==> config.mk <==
export PLATFORM = sky130hd
export DESIGN_NAME = heartbeat_watchdog_supervisor_top
export DESIGN_NICKNAME = d
export VERILOG_FILES = /design/src/rtl/core/hws_pkg.sv /design/src/rtl/core/hws_lane.sv /design/src/rtl/core/hws_merge.sv /design/src/rtl/core/hws_outbuf.sv /design/src/rtl/core/heartbeat_watchdog_supervisor_top.sv
export SDC_FILE = /design/constraint.sdc
export NUM_CORES = 1
export LEC_CHECK = 0
export BUFFER_PORTS_ARGS = -buffer_cell sky130_fd_sc_hd__buf_2
export CELL_PAD_IN_SITES_DETAIL_PLACEMENT = 0
export CELL_PAD_IN_SITES_GLOBAL_PLACEMENT = 1
export CORE_UTILIZATION = 40
export DETAILED_ROUTE_END_ITERATION = 16
export GPL_TIMING_DRIVEN = 0
export PLACE_DENSITY = 0.77
export SYNTH_ARGS = -nofsm -noshare
export SYNTH_HDL_FRONTEND = slang
export SYNTH_SLANG_ARGS = --single-unit
==> constraint.sdc <==
create_clock -name clk -period 4.3 [get_ports clk]
set_input_delay 0.215 -clock clk [delete_from_list [all_inputs] [get_ports clk]]
set_output_delay 0.215 -clock clk [all_outputs]
set_load 0.05 [all_outputs]
==> src/rtl/core/hws_pkg.sv <==
// ----------------------------------------------------------------------------
// hws_pkg
// Shared types and constants of the heartbeat watchdog supervisor.
// ----------------------------------------------------------------------------
package hws_pkg;

  localparam int FIELD_W   = 8;
  localparam int LIMIT_W   = 16;
  localparam int FAIL_W    = 3;
  localparam int STATUS_W  = 2;
  localparam int CFG_DATA_W = 32;
  localparam int CFG_ADDR_W = 3;

  localparam logic [LIMIT_W-1:0] FAIL_LIMIT_RST    = 16'd1000;
  localparam logic [FIELD_W-1:0] CRIT_MASK_RST     = 8'hFF;

  localparam logic REG_FAIL_LIMIT    = 1'b0;
  localparam logic REG_CRITICAL_MASK = 1'b1;

  localparam logic [STATUS_W-1:0] STATUS_OK       = 2'd0;
  localparam logic [STATUS_W-1:0] STATUS_RESTART  = 2'd1;
  localparam logic [STATUS_W-1:0] STATUS_CRITICAL = 2'd2;

  typedef struct packed {
    logic [FIELD_W-1:0]  restart_mask;
    logic                shutdown;
    logic [FAIL_W-1:0]   failed_channel;
    logic [STATUS_W-1:0] status;
  } res_t;

endpackage

==> src/rtl/core/hws_lane.sv <==
// ----------------------------------------------------------------------------
// hws_lane
// Per-channel timer: beat/restart clear it, saturating count-up, timeout flag.
// ----------------------------------------------------------------------------
module hws_lane #(
  parameter int TIMER_BITS = 16
) (
  input  logic                        clk,
  input  logic                        rst_n,
  input  logic                        tick,
  input  logic                        beat,
  input  logic                        restart,
  input  logic [hws_pkg::LIMIT_W-1:0] fail_limit,
  output logic                        fail
);
  import hws_pkg::*;

  localparam int CMP_W = (TIMER_BITS > LIMIT_W) ? TIMER_BITS : LIMIT_W;

  logic [TIMER_BITS-1:0] timer_r;
  logic [TIMER_BITS-1:0] timer_nxt;
  logic [TIMER_BITS-1:0] timer_inc;
  logic [CMP_W-1:0]      timer_cmp;
  logic [CMP_W-1:0]      limit_cmp;

  assign timer_inc = (&timer_r) ? timer_r : timer_r + TIMER_BITS'(1);
  assign timer_cmp = CMP_W'(timer_inc);
  assign limit_cmp = CMP_W'(fail_limit);
  assign fail      = !beat && (timer_cmp > limit_cmp);

  always_comb begin
    timer_nxt = timer_r;
    if (tick) begin
      if (beat || restart) begin
        timer_nxt = '0;
      end else begin
        timer_nxt = timer_inc;
      end
    end
  end

  always_ff @(posedge clk) begin
    if (!rst_n) begin
      timer_r <= '0;
    end else begin
      timer_r <= timer_nxt;
    end
  end

endmodule

==> src/rtl/core/hws_merge.sv <==
// ----------------------------------------------------------------------------
// hws_merge
// Combines lane timeouts: lowest critical failure wins, restarts below it.
// ----------------------------------------------------------------------------
module hws_merge #(
  parameter int CHANNELS = 8
) (
  input  logic [CHANNELS-1:0]        fail,
  input  logic [CHANNELS-1:0]        critical,
  output logic [CHANNELS-1:0]        restart,
  output logic                       crit_hit,
  output logic [hws_pkg::FAIL_W-1:0] failed_channel
);
  import hws_pkg::*;

  logic [CHANNELS-1:0] crit_fail;
  logic [CHANNELS-1:0] crit_low;
  logic [CHANNELS-1:0] below;

  assign crit_fail = fail & critical;
  assign crit_low  = crit_fail & (~crit_fail + CHANNELS'(1));
  assign crit_hit  = |crit_fail;
  assign below     = crit_hit ? (crit_low - CHANNELS'(1)) : '1;
  assign restart   = fail & ~critical & below;

  always_comb begin
    failed_channel = '0;
    for (int i = 0; i < CHANNELS; i++) begin
      if (crit_low[i]) begin
        failed_channel = failed_channel | FAIL_W'(i);
      end
    end
  end

endmodule

==> src/rtl/core/hws_outbuf.sv <==
// ----------------------------------------------------------------------------
// hws_outbuf
// Output register with skid stage; absorbs one result under downstream stall.
// ----------------------------------------------------------------------------
module hws_outbuf (
  input  logic          clk,
  input  logic          rst_n,
  input  logic          push,
  input  hws_pkg::res_t push_data,
  output logic          full,
  output logic          out_valid,
  input  logic          out_stall,
  output hws_pkg::res_t out_data
);
  import hws_pkg::*;

  logic out_valid_r;
  logic out_valid_nxt;
  logic skid_valid_r;
  logic skid_valid_nxt;
  res_t out_data_r;
  res_t skid_data_r;
  logic take;

  assign take      = out_valid_r && !out_stall;
  assign full      = skid_valid_r;
  assign out_valid = out_valid_r;
  assign out_data  = out_data_r;

  always_comb begin
    out_valid_nxt  = out_valid_r;
    skid_valid_nxt = skid_valid_r;
    if (!out_valid_r || take) begin
      if (skid_valid_r) begin
        out_valid_nxt  = 1'b1;
        skid_valid_nxt = 1'b0;
      end else begin
        out_valid_nxt  = push;
      end
    end else if (push) begin
      skid_valid_nxt = 1'b1;
    end
  end

  always_ff @(posedge clk) begin
    if (!rst_n) begin
      out_valid_r  <= 1'b0;
      skid_valid_r <= 1'b0;
    end else begin
      out_valid_r  <= out_valid_nxt;
      skid_valid_r <= skid_valid_nxt;
    end
  end

  always_ff @(posedge clk) begin
    if (!out_valid_r || take) begin
      if (skid_valid_r) begin
        out_data_r <= skid_data_r;
      end else if (push) begin
        out_data_r <= push_data;
      end
    end else if (push) begin
      skid_data_r <= push_data;
    end
  end

endmodule

==> src/rtl/core/heartbeat_watchdog_supervisor_top.sv <==
// ----------------------------------------------------------------------------
// heartbeat_watchdog_supervisor_top
// Multi-channel heartbeat watchdog: one lane per channel plus priority merge.
// ----------------------------------------------------------------------------
// Result: registered in the output stage, or in the skid stage while stalled.
// Throughput: 1 transaction per cycle while in_stall is low; lane timer update
// and merge are combinational, a skid stage absorbs one transaction per stall.
// Reset (rst_n low, synchronous): timers and shutdown cleared, fail limit
// 1000, critical_mask 0xFF, output and skid stages empty.
module heartbeat_watchdog_supervisor_top #(
  parameter int CHANNELS   = 8,
  parameter int TIMER_BITS = 16
) (
  input  logic                           clk,
  input  logic                           rst_n,
  input  logic                           in_valid,
  output logic                           in_stall,
  input  logic [hws_pkg::FIELD_W-1:0]    in_heartbeat_bits,
  output logic                           out_valid,
  input  logic                           out_stall,
  output logic [hws_pkg::FIELD_W-1:0]    out_restart_mask,
  output logic                           out_shutdown,
  output logic [hws_pkg::FAIL_W-1:0]     out_failed_channel,
  output logic [hws_pkg::STATUS_W-1:0]   out_status,
  input  logic                           psel,
  input  logic                           penable,
  input  logic                           pwrite,
  input  logic [hws_pkg::CFG_ADDR_W-1:0] paddr,
  input  logic [hws_pkg::CFG_DATA_W-1:0] pwdata,
  output logic [hws_pkg::CFG_DATA_W-1:0] prdata,
  output logic                           pready
);
  import hws_pkg::*;

  logic [LIMIT_W-1:0]  fail_limit_r;
  logic [FIELD_W-1:0]  critical_mask_r;
  logic                shutdown_r;
  logic                shutdown_nxt;
  logic                cfg_wr;
  logic                reg_sel;
  logic                tick;
  logic                buf_full;
  logic [CHANNELS-1:0] beat;
  logic [CHANNELS-1:0] critical;
  logic [CHANNELS-1:0] fail;
  logic [CHANNELS-1:0] restart;
  logic                crit_hit;
  logic [FAIL_W-1:0]   failed_channel;
  res_t                result;
  res_t                out_data;

  // Configuration
  assign pready  = 1'b1;
  assign reg_sel = paddr[2];
  assign cfg_wr  = psel && penable && pwrite;

  always_comb begin
    case (reg_sel)
      REG_FAIL_LIMIT:    prdata = CFG_DATA_W'(fail_limit_r);
      REG_CRITICAL_MASK: prdata = CFG_DATA_W'(critical_mask_r);
      default:           prdata = '0;
    endcase
  end

  always_ff @(posedge clk) begin
    if (!rst_n) begin
      fail_limit_r    <= FAIL_LIMIT_RST;
      critical_mask_r <= CRIT_MASK_RST;
    end else if (cfg_wr) begin
      case (reg_sel)
        REG_FAIL_LIMIT:    fail_limit_r    <= pwdata[LIMIT_W-1:0];
        REG_CRITICAL_MASK: critical_mask_r <= pwdata[FIELD_W-1:0];
        default: ;
      endcase
    end
  end

  // Input transaction
  assign in_stall = buf_full;
  assign tick     = in_valid && !buf_full;

  // Lanes
  for (genvar g = 0; g < CHANNELS; g++) begin : g_lane
    if (g < FIELD_W) begin : g_mapped
      assign beat[g]     = in_heartbeat_bits[g];
      assign critical[g] = critical_mask_r[g];
    end else begin : g_unmapped
      assign beat[g]     = 1'b0;
      assign critical[g] = 1'b0;
    end

    hws_lane #(
      .TIMER_BITS (TIMER_BITS)
    ) u_lane (
      .clk        (clk),
      .rst_n      (rst_n),
      .tick       (tick),
      .beat       (beat[g]),
      .restart    (restart[g]),
      .fail_limit (fail_limit_r),
      .fail       (fail[g])
    );
  end

  hws_merge #(
    .CHANNELS (CHANNELS)
  ) u_merge (
    .fail           (fail),
    .critical       (critical),
    .restart        (restart),
    .crit_hit       (crit_hit),
    .failed_channel (failed_channel)
  );

  // Sticky shutdown
  assign shutdown_nxt = shutdown_r || (tick && crit_hit);

  always_ff @(posedge clk) begin
    if (!rst_n) begin
      shutdown_r <= 1'b0;
    end else begin
      shutdown_r <= shutdown_nxt;
    end
  end

  // Result assembly
  for (genvar j = 0; j < FIELD_W; j++) begin : g_field
    if (j < CHANNELS) begin : g_used
      assign result.restart_mask[j] = restart[j];
    end else begin : g_unused
      assign result.restart_mask[j] = 1'b0;
    end
  end

  assign result.shutdown       = shutdown_r || crit_hit;
  assign result.failed_channel = failed_channel;
  assign result.status         = crit_hit ? STATUS_CRITICAL :
                                 ((|restart) ? STATUS_RESTART : STATUS_OK);

  hws_outbuf u_outbuf (
    .clk       (clk),
    .rst_n     (rst_n),
    .push      (tick),
    .push_data (result),
    .full      (buf_full),
    .out_valid (out_valid),
    .out_stall (out_stall),
    .out_data  (out_data)
  );

  assign out_restart_mask   = out_data.restart_mask;
  assign out_shutdown       = out_data.shutdown;
  assign out_failed_channel = out_data.failed_channel;
  assign out_status         = out_data.status;

endmodule

# --- Yosys cells after proc, flatten, opt, wreduce, memory -nomap -nowiden ---
# Index checks and enable logic that the tools add are counted.
op_classes:
  muxes: 30
  n_reduce_logical: 51
  n_eq_ne: 0
  order_cmp: 8
  mul: 0
  bitwise_logic: 9
  shift: 0
  addsub: 10
  n_div: 0
op_table:
  columns: ["op", "count"]
  rows:
  - ["two-way mux 16 bit", 16]
  - ["adder 16 x 1 -> 16 bit, second input constant", 8]
  - ["> comparator 16 bit", 8]
  - ["AND reduction 16 bit", 8]
  - ["one-hot mux 32 bit (2 select lines)", 1]
  - ["AND 8 bit", 4]
  - ["two-way mux 14 bit", 2]
  - ["NOT 8 bit", 2]
  - ["OR reduction 8 bit", 2]
  - ["logical AND 1 bit", 13]
  - ["two-way mux 3 bit", 4]
  - ["zero test 1 bit", 11]
  - ["logical OR 1 bit", 11]
  - ["adder 8 x 1 -> 8 bit, second input constant", 1]
  - ["two-way mux 8 bit", 1]
  - ["AND reduction 2 bit", 4]
  - ["subtractor 8 x 1 -> 8 bit, second input constant", 1]
  - ["two-way mux 2 bit", 3]
  - ["two-way mux 1 bit", 3]
  - ["NOT 1 bit", 3]
  - ["nonzero test 2 bit", 1]
  - ["OR reduction 2 bit", 1]
word_totals:
  memories: 0
  mem_bits_rw: 0
  out_inout_bits: 49
  reg_bits: 183
  mem_bits_ro: 0
  latch_bits: 0

# --- Depth between registers and ports, before layout ---
depth:
  word_depth: 17
  mapped_depth: 19

# --- Hierarchy ---
# A second synthesis with hierarchy kept.
hier_totals:
  hier_cells: 1948
  hier_area_um2: 16344.4
modules_own_cells:
  columns: ["mod", "n_inst", "cells_each", "area_each_um2"]
  rows:
  - ["hws_lane at g_lane[2].u_lane ...", 5, 214, 1736.7]
  - ["hws_lane at g_lane[0].u_lane ...", 3, 217, 1640.3]
  - ["heartbeat_watchdog_supervisor_top", 1, 148, 1387.6]
  - ["hws_outbuf", 1, 52, 1139.8]
  - ["hws_merge", 1, 27, 212.7]

# --- Worst setup path after synthesis ---
# No wires, ideal clock.
synth_timing:
  path_kind: "register to register"
  start: "register g_lane[3].u_lane.timer_r[5]"
  end: "register g_lane[3].u_lane.timer_r[10]"
  period_less_slack_ps: 4460
  stages_incl_launch_ff: 15
  arrival_ps: 4338
  path_buffers: 1
  path_slack_ps: -160
  required_ps: 4178
  setup_ps: 122
  path_cell_list: "dfxtp_1 > and4_1 > and3_1 > nand4_1 > nor4_2 > mux2_2 > ha_1 > nor2b_1 > o211ai_1 > a2111oi_0 > o311ai_0 > o41ai_4 > nor2_1 > clkbuf_1 > a221o_1"
synth_via:
  elab_chain_cells: 13
synth_rtl:
  columns: ["element", "line_no", "source"]
  rows:
  - ["from (decl)", "hws_lane.sv:20", "logic [TIMER_BITS-1:0] timer_r;"]
  - ["from (signal assigned)", "hws_lane.sv:46", "timer_r <= timer_nxt;"]
  - ["adder 16 x 1 -> 16 bit or AND reduction 16 bit (tied branches)", "hws_lane.sv:26", "assign timer_inc = (&timer_r) ? timer_r : timer_r + TIMER_BITS'(1);"]
  - ["two-way mux 16 bit *", "hws_lane.sv:26", null]
  - ["> comparator 16 bit", "hws_lane.sv:29", "assign fail = !beat && (timer_cmp > limit_cmp);"]
  - ["logical AND 1 bit", "hws_lane.sv:29", null]
  - ["AND 8 bit", "hws_merge.sv:20", "assign crit_fail = fail & critical;"]
  - ["NOT 8 bit", "hws_merge.sv:21", "assign crit_low = crit_fail & (~crit_fail + CHANNELS'(1));"]
  - ["adder 8 x 1 -> 8 bit", "hws_merge.sv:21", null]
  - ["AND 8 bit", "hws_merge.sv:21", null]
  - ["subtractor 8 x 1 -> 8 bit", "hws_merge.sv:23", "assign below = crit_hit ? (crit_low - CHANNELS'(1)) : '1;"]
  - ["two-way mux 8 bit", "hws_merge.sv:23", null]
  - ["AND 8 bit", "hws_merge.sv:24", "assign restart = fail & ~critical & below;"]
  - ["logical OR 1 bit", "hws_lane.sv:34", "if (beat || restart) begin"]
  - ["two-way mux 16 bit *", "hws_lane.sv:34", null]
# Every way passes the cells marked *; elsewhere a longest branch is shown, timed or not.
# A chain may end at the register's enable or synchronous reset.

# --- Final worst setup path ---
layout_timing:
  start: "register g_lane[3].u_lane.timer_r[6]"
  end: "register g_lane[4].u_lane.timer_r[10]"
layout_via:
  elab_chain_cells: 13
layout_rtl:
  columns: ["element", "line_no"]
  rows:
  - ["adder 16 x 1 -> 16 bit or AND reduction 16 bit (tied branches)", "hws_lane.sv:26"]
  - ["two-way mux 16 bit *", "hws_lane.sv:26"]
  - ["> comparator 16 bit *", "hws_lane.sv:29"]
  - ["logical AND 1 bit *", "hws_lane.sv:29"]
  - ["AND 8 bit *", "hws_merge.sv:20"]
  - ["NOT 8 bit", "hws_merge.sv:21"]
  - ["adder 8 x 1 -> 8 bit", "hws_merge.sv:21"]
  - ["AND 8 bit", "hws_merge.sv:21"]
  - ["subtractor 8 x 1 -> 8 bit", "hws_merge.sv:23"]
  - ["two-way mux 8 bit *", "hws_merge.sv:23"]
  - ["AND 8 bit *", "hws_merge.sv:24"]
  - ["logical OR 1 bit *", "hws_lane.sv:34"]
  - ["two-way mux 16 bit *", "hws_lane.sv:34"]
  - ["to (signal assigned)", "hws_lane.sv:46"]
  - ["to (decl)", "hws_lane.sv:20"]
# Marked as above.

==> metrics.txt <==
Synth area leader dfxtp_1; layout cells sized above 1 around 26%; Detail Route Antenna Nets 0; final net count slightly below 2000; Leak between 0.007 and 0.008 uW; CP Class reg2reg; ys async rst share 0%; Setup WS pre-CTS -1190 ps; antenna cells 0; CTS tree yes; vias in the first global route around 12000; RSZ-0062 raised after global routing yes; initial antenna violation count 0; Pwr Density between 200 and 250 nW/um^2; row count 65; Switching Fraction approximately 31%; # DRC 0; Reg-to-Reg Start g_lane[3].u_lane.timer_r[6]; Internal Dissipation 2760 uW; EDFF count, synth 28; Setup crit start g_lane[3].u_lane.timer_r[6]; status finished with violations; DP Area between 10000 and 15000 um^2; TritonRoute pass-1 iters 8; hpwl dp 29.4 mm; Max Slew Vio Count 0; starting DRC count in detailed routing roughly 870; sequential cell fraction of total power 44.3%; VDD IR max just under 0.3 mV; root buffer cell clkbuf_16; Final min period 4340 ps; Yosys cell types 72; Power, Total 4010 uW; top_reg_cell synth dfxtp_1; Top Ports between 90 and 100; worst min path class in2reg; clock sink count ~180; final-report hold violation count 0; die width approximately 180 um; Die Ht approximately 180 um; FF-to-FF path depth 18; Yosys reg bits ~180; Achievable Freq 0.230 GHz; Mapped Cells roughly 1500; Clock Latency Late Sink approximately 460 ps; Setup Skew 20.9 ps; hold_ws between 10 and 15 ps; final setup fails 10; crit end category flop; routed len/inst 20.1 um; MaxCap Viol Count 0; largest net degree at the start of global routing 21; Layout area overhead 29.0%; RePlAce Congestion 0.897; fin util a little over half; Worst Setup Slack, final -39.5 ps; Max Buffers Root-to-Sink 2; Area contributors post-synth dfxtp_1 (24%), ha_1 (13%), edfxtp_1 (6.6%); yosys warns 0; vias around 13000; worst slew pin tran 1300 ps; core area 31500 um^2; mapped cell area 12800 um^2; failing checks negative setup slack; Die Area 32600 um^2; initial cell density of the core about two fifths; reg2reg setup slack -40 ps; top cells by count, synth nand2_1 (181), dfxtp_1 (155), nor2_1 (145); CTS clock-pin slew for the worst setup and hold paths 90 ps; CP required 4690 ps; Num CTS Buffers 17; H-Tree Level Count 4; Worst Path Max Fanout 6; Psw 1250 uW; Final period util 101%; crit path to g_lane[4].u_lane.timer_r[10]; Syn Area/Cell 8.33 um^2; most frequent cell after synthesis nand2_1; critical path arrival roughly 4700 ps; Clk network pwr share 42.7%; port buffer count between 60 and 70; WL final 43.8 mm; Reg2Reg Capture Point g_lane[4].u_lane.timer_r[10]; final instance area around 16000 um^2; Synth top area share 24.3%; Slew HR 13.0%; Overflow after GRT 0; Seq/Total Area, Yosys about 31%; Comb power frac a little over an eighth; first-pass GRT wire length around 66 mm; type of origin of the critical path flop; GRT Resource Usage Total 26.1%; DR vias/cell between 5 and 6
## cells by family after synthesis
family / synth area share, %
XOR/XNOR: 6.04
flip-flops: 30.9
AO/OA/AOI/OAI: 20.3
adder cells (fa/ha/maj): 13.3
buffers and inverters: 4.12
multiplexers: 2.33
AND/OR/NAND/NOR: 22.9
other: 0.0588
## worst max-delay path, stage by stage, from the launching register on
cell       delay [ps]
dfxtp_4           350
and4_4            230
and3_4            210
nand4_1           210
nor4_4            320
buf_4             180
mux2_4            320
ha_4              270
nor2b_4           120
o211ai_1          130
a2111oi_4         490
o311a_1           270
nor4_4             70
buf_12            150
buf_4             130
a211oi_4          380
buf_4             200
a21oi_1            60
o2bb2ai_1         160
## stage by stage
stage	TNS [ps]	std cells
4_1_cts	-333	2129
3_5_place_dp	-119750	2011
5_1_grt	-7810	2174
6_report	-159	2174
3_3_place_gp	-110440	2011
2_1_floorplan	0	1547
## power by group through the flow
stage,sequential (uW),combinational [uW],clock [uW]
detailed placement,1830,455,0
global route,1780,557,1790
CTS,1780,490,1720
floorplan,1850,278,0
global placement,1830,448,0
finish,1780,520,1710
## placed cells by master (no fill, tap or decap), drive strengths merged, types with 7 or more instances in the layout
master and instances:
a22oi 27, a221o 16, conb 17, o31a 8
xor2 26, or3 10, nor3 15, nor2b 14
nand4 56, o211ai 19, nand3 71, inv 55
a31oi 12, and4 16, and2 13, nor4 15
nand2 181, mux2 22, o21a 10, buf 219
a21oi 116, a21o 24, o31ai 7, edfxtp 28
and3 38, nor2 146, dfxtp 155, xnor2 62
clkbuf 59, ha 136, a22o 43, o21ai 43
nand2b 10
## registers in the layout, indices dropped and copies added, names as in the netlist
| signal | count |
|---|---|
| u_outbuf.skid_data_r | 14 |
| critical | 8 |
| fail_limit_r | 16 |
| u_outbuf.full | 1 |
| shutdown_r | 1 |
| g_lane.u_lane.timer_r | 128 |
| u_outbuf.out_valid | 1 |
| u_outbuf.out_data | 14 |
## repair_timing
action                                  4_1_cts  5_1_grt
hold endpoints to repair                      5        0
endpoints found under the setup margin      154      137
gates resized for setup                     147      132
gates cloned                                  4        3
pin swaps                                    69       78
setup buffers                                84       47
hold buffers                                  5        0
## per-layer routing
metal	GRT usage [%]	part of all wire, %	up-vias	wire length, um
met5	0	0	-	0
met4	10.8	3.9	0	1720
met3	4.20	5.8	96	2550
met2	42.1	45	393	19900
met1	34.4	45	6123	19600
li1	-	-	6106	-
## final cells by class
type	count	area, um^2
fill	2943	15000
multi-input combinational	1244	9280
inverter	47	176
timing repair buffer	199	1450
sequential	183	4040
clock inverter	15	201
clock buffer	17	425
buffer	67	395
tap	402	503
## worst min path at each step
stage | slack, ps | cells past startpoint | end | from
floorplan | 340 | 2 | critical[7] | pwdata[7]
global placement | 440 | 2 | fail_limit_r[2] | fail_limit_r[2]
detailed placement | 450 | 2 | fail_limit_r[11] | fail_limit_r[11]
CTS | 7 | 3 | fail_limit_r[10] | pwdata[10]
global route | 40 | 3 | fail_limit_r[10] | pwdata[10]
finish | 10 | 3 | fail_limit_r[10] | pwdata[10]
Power figures use the tool's default switching activity.
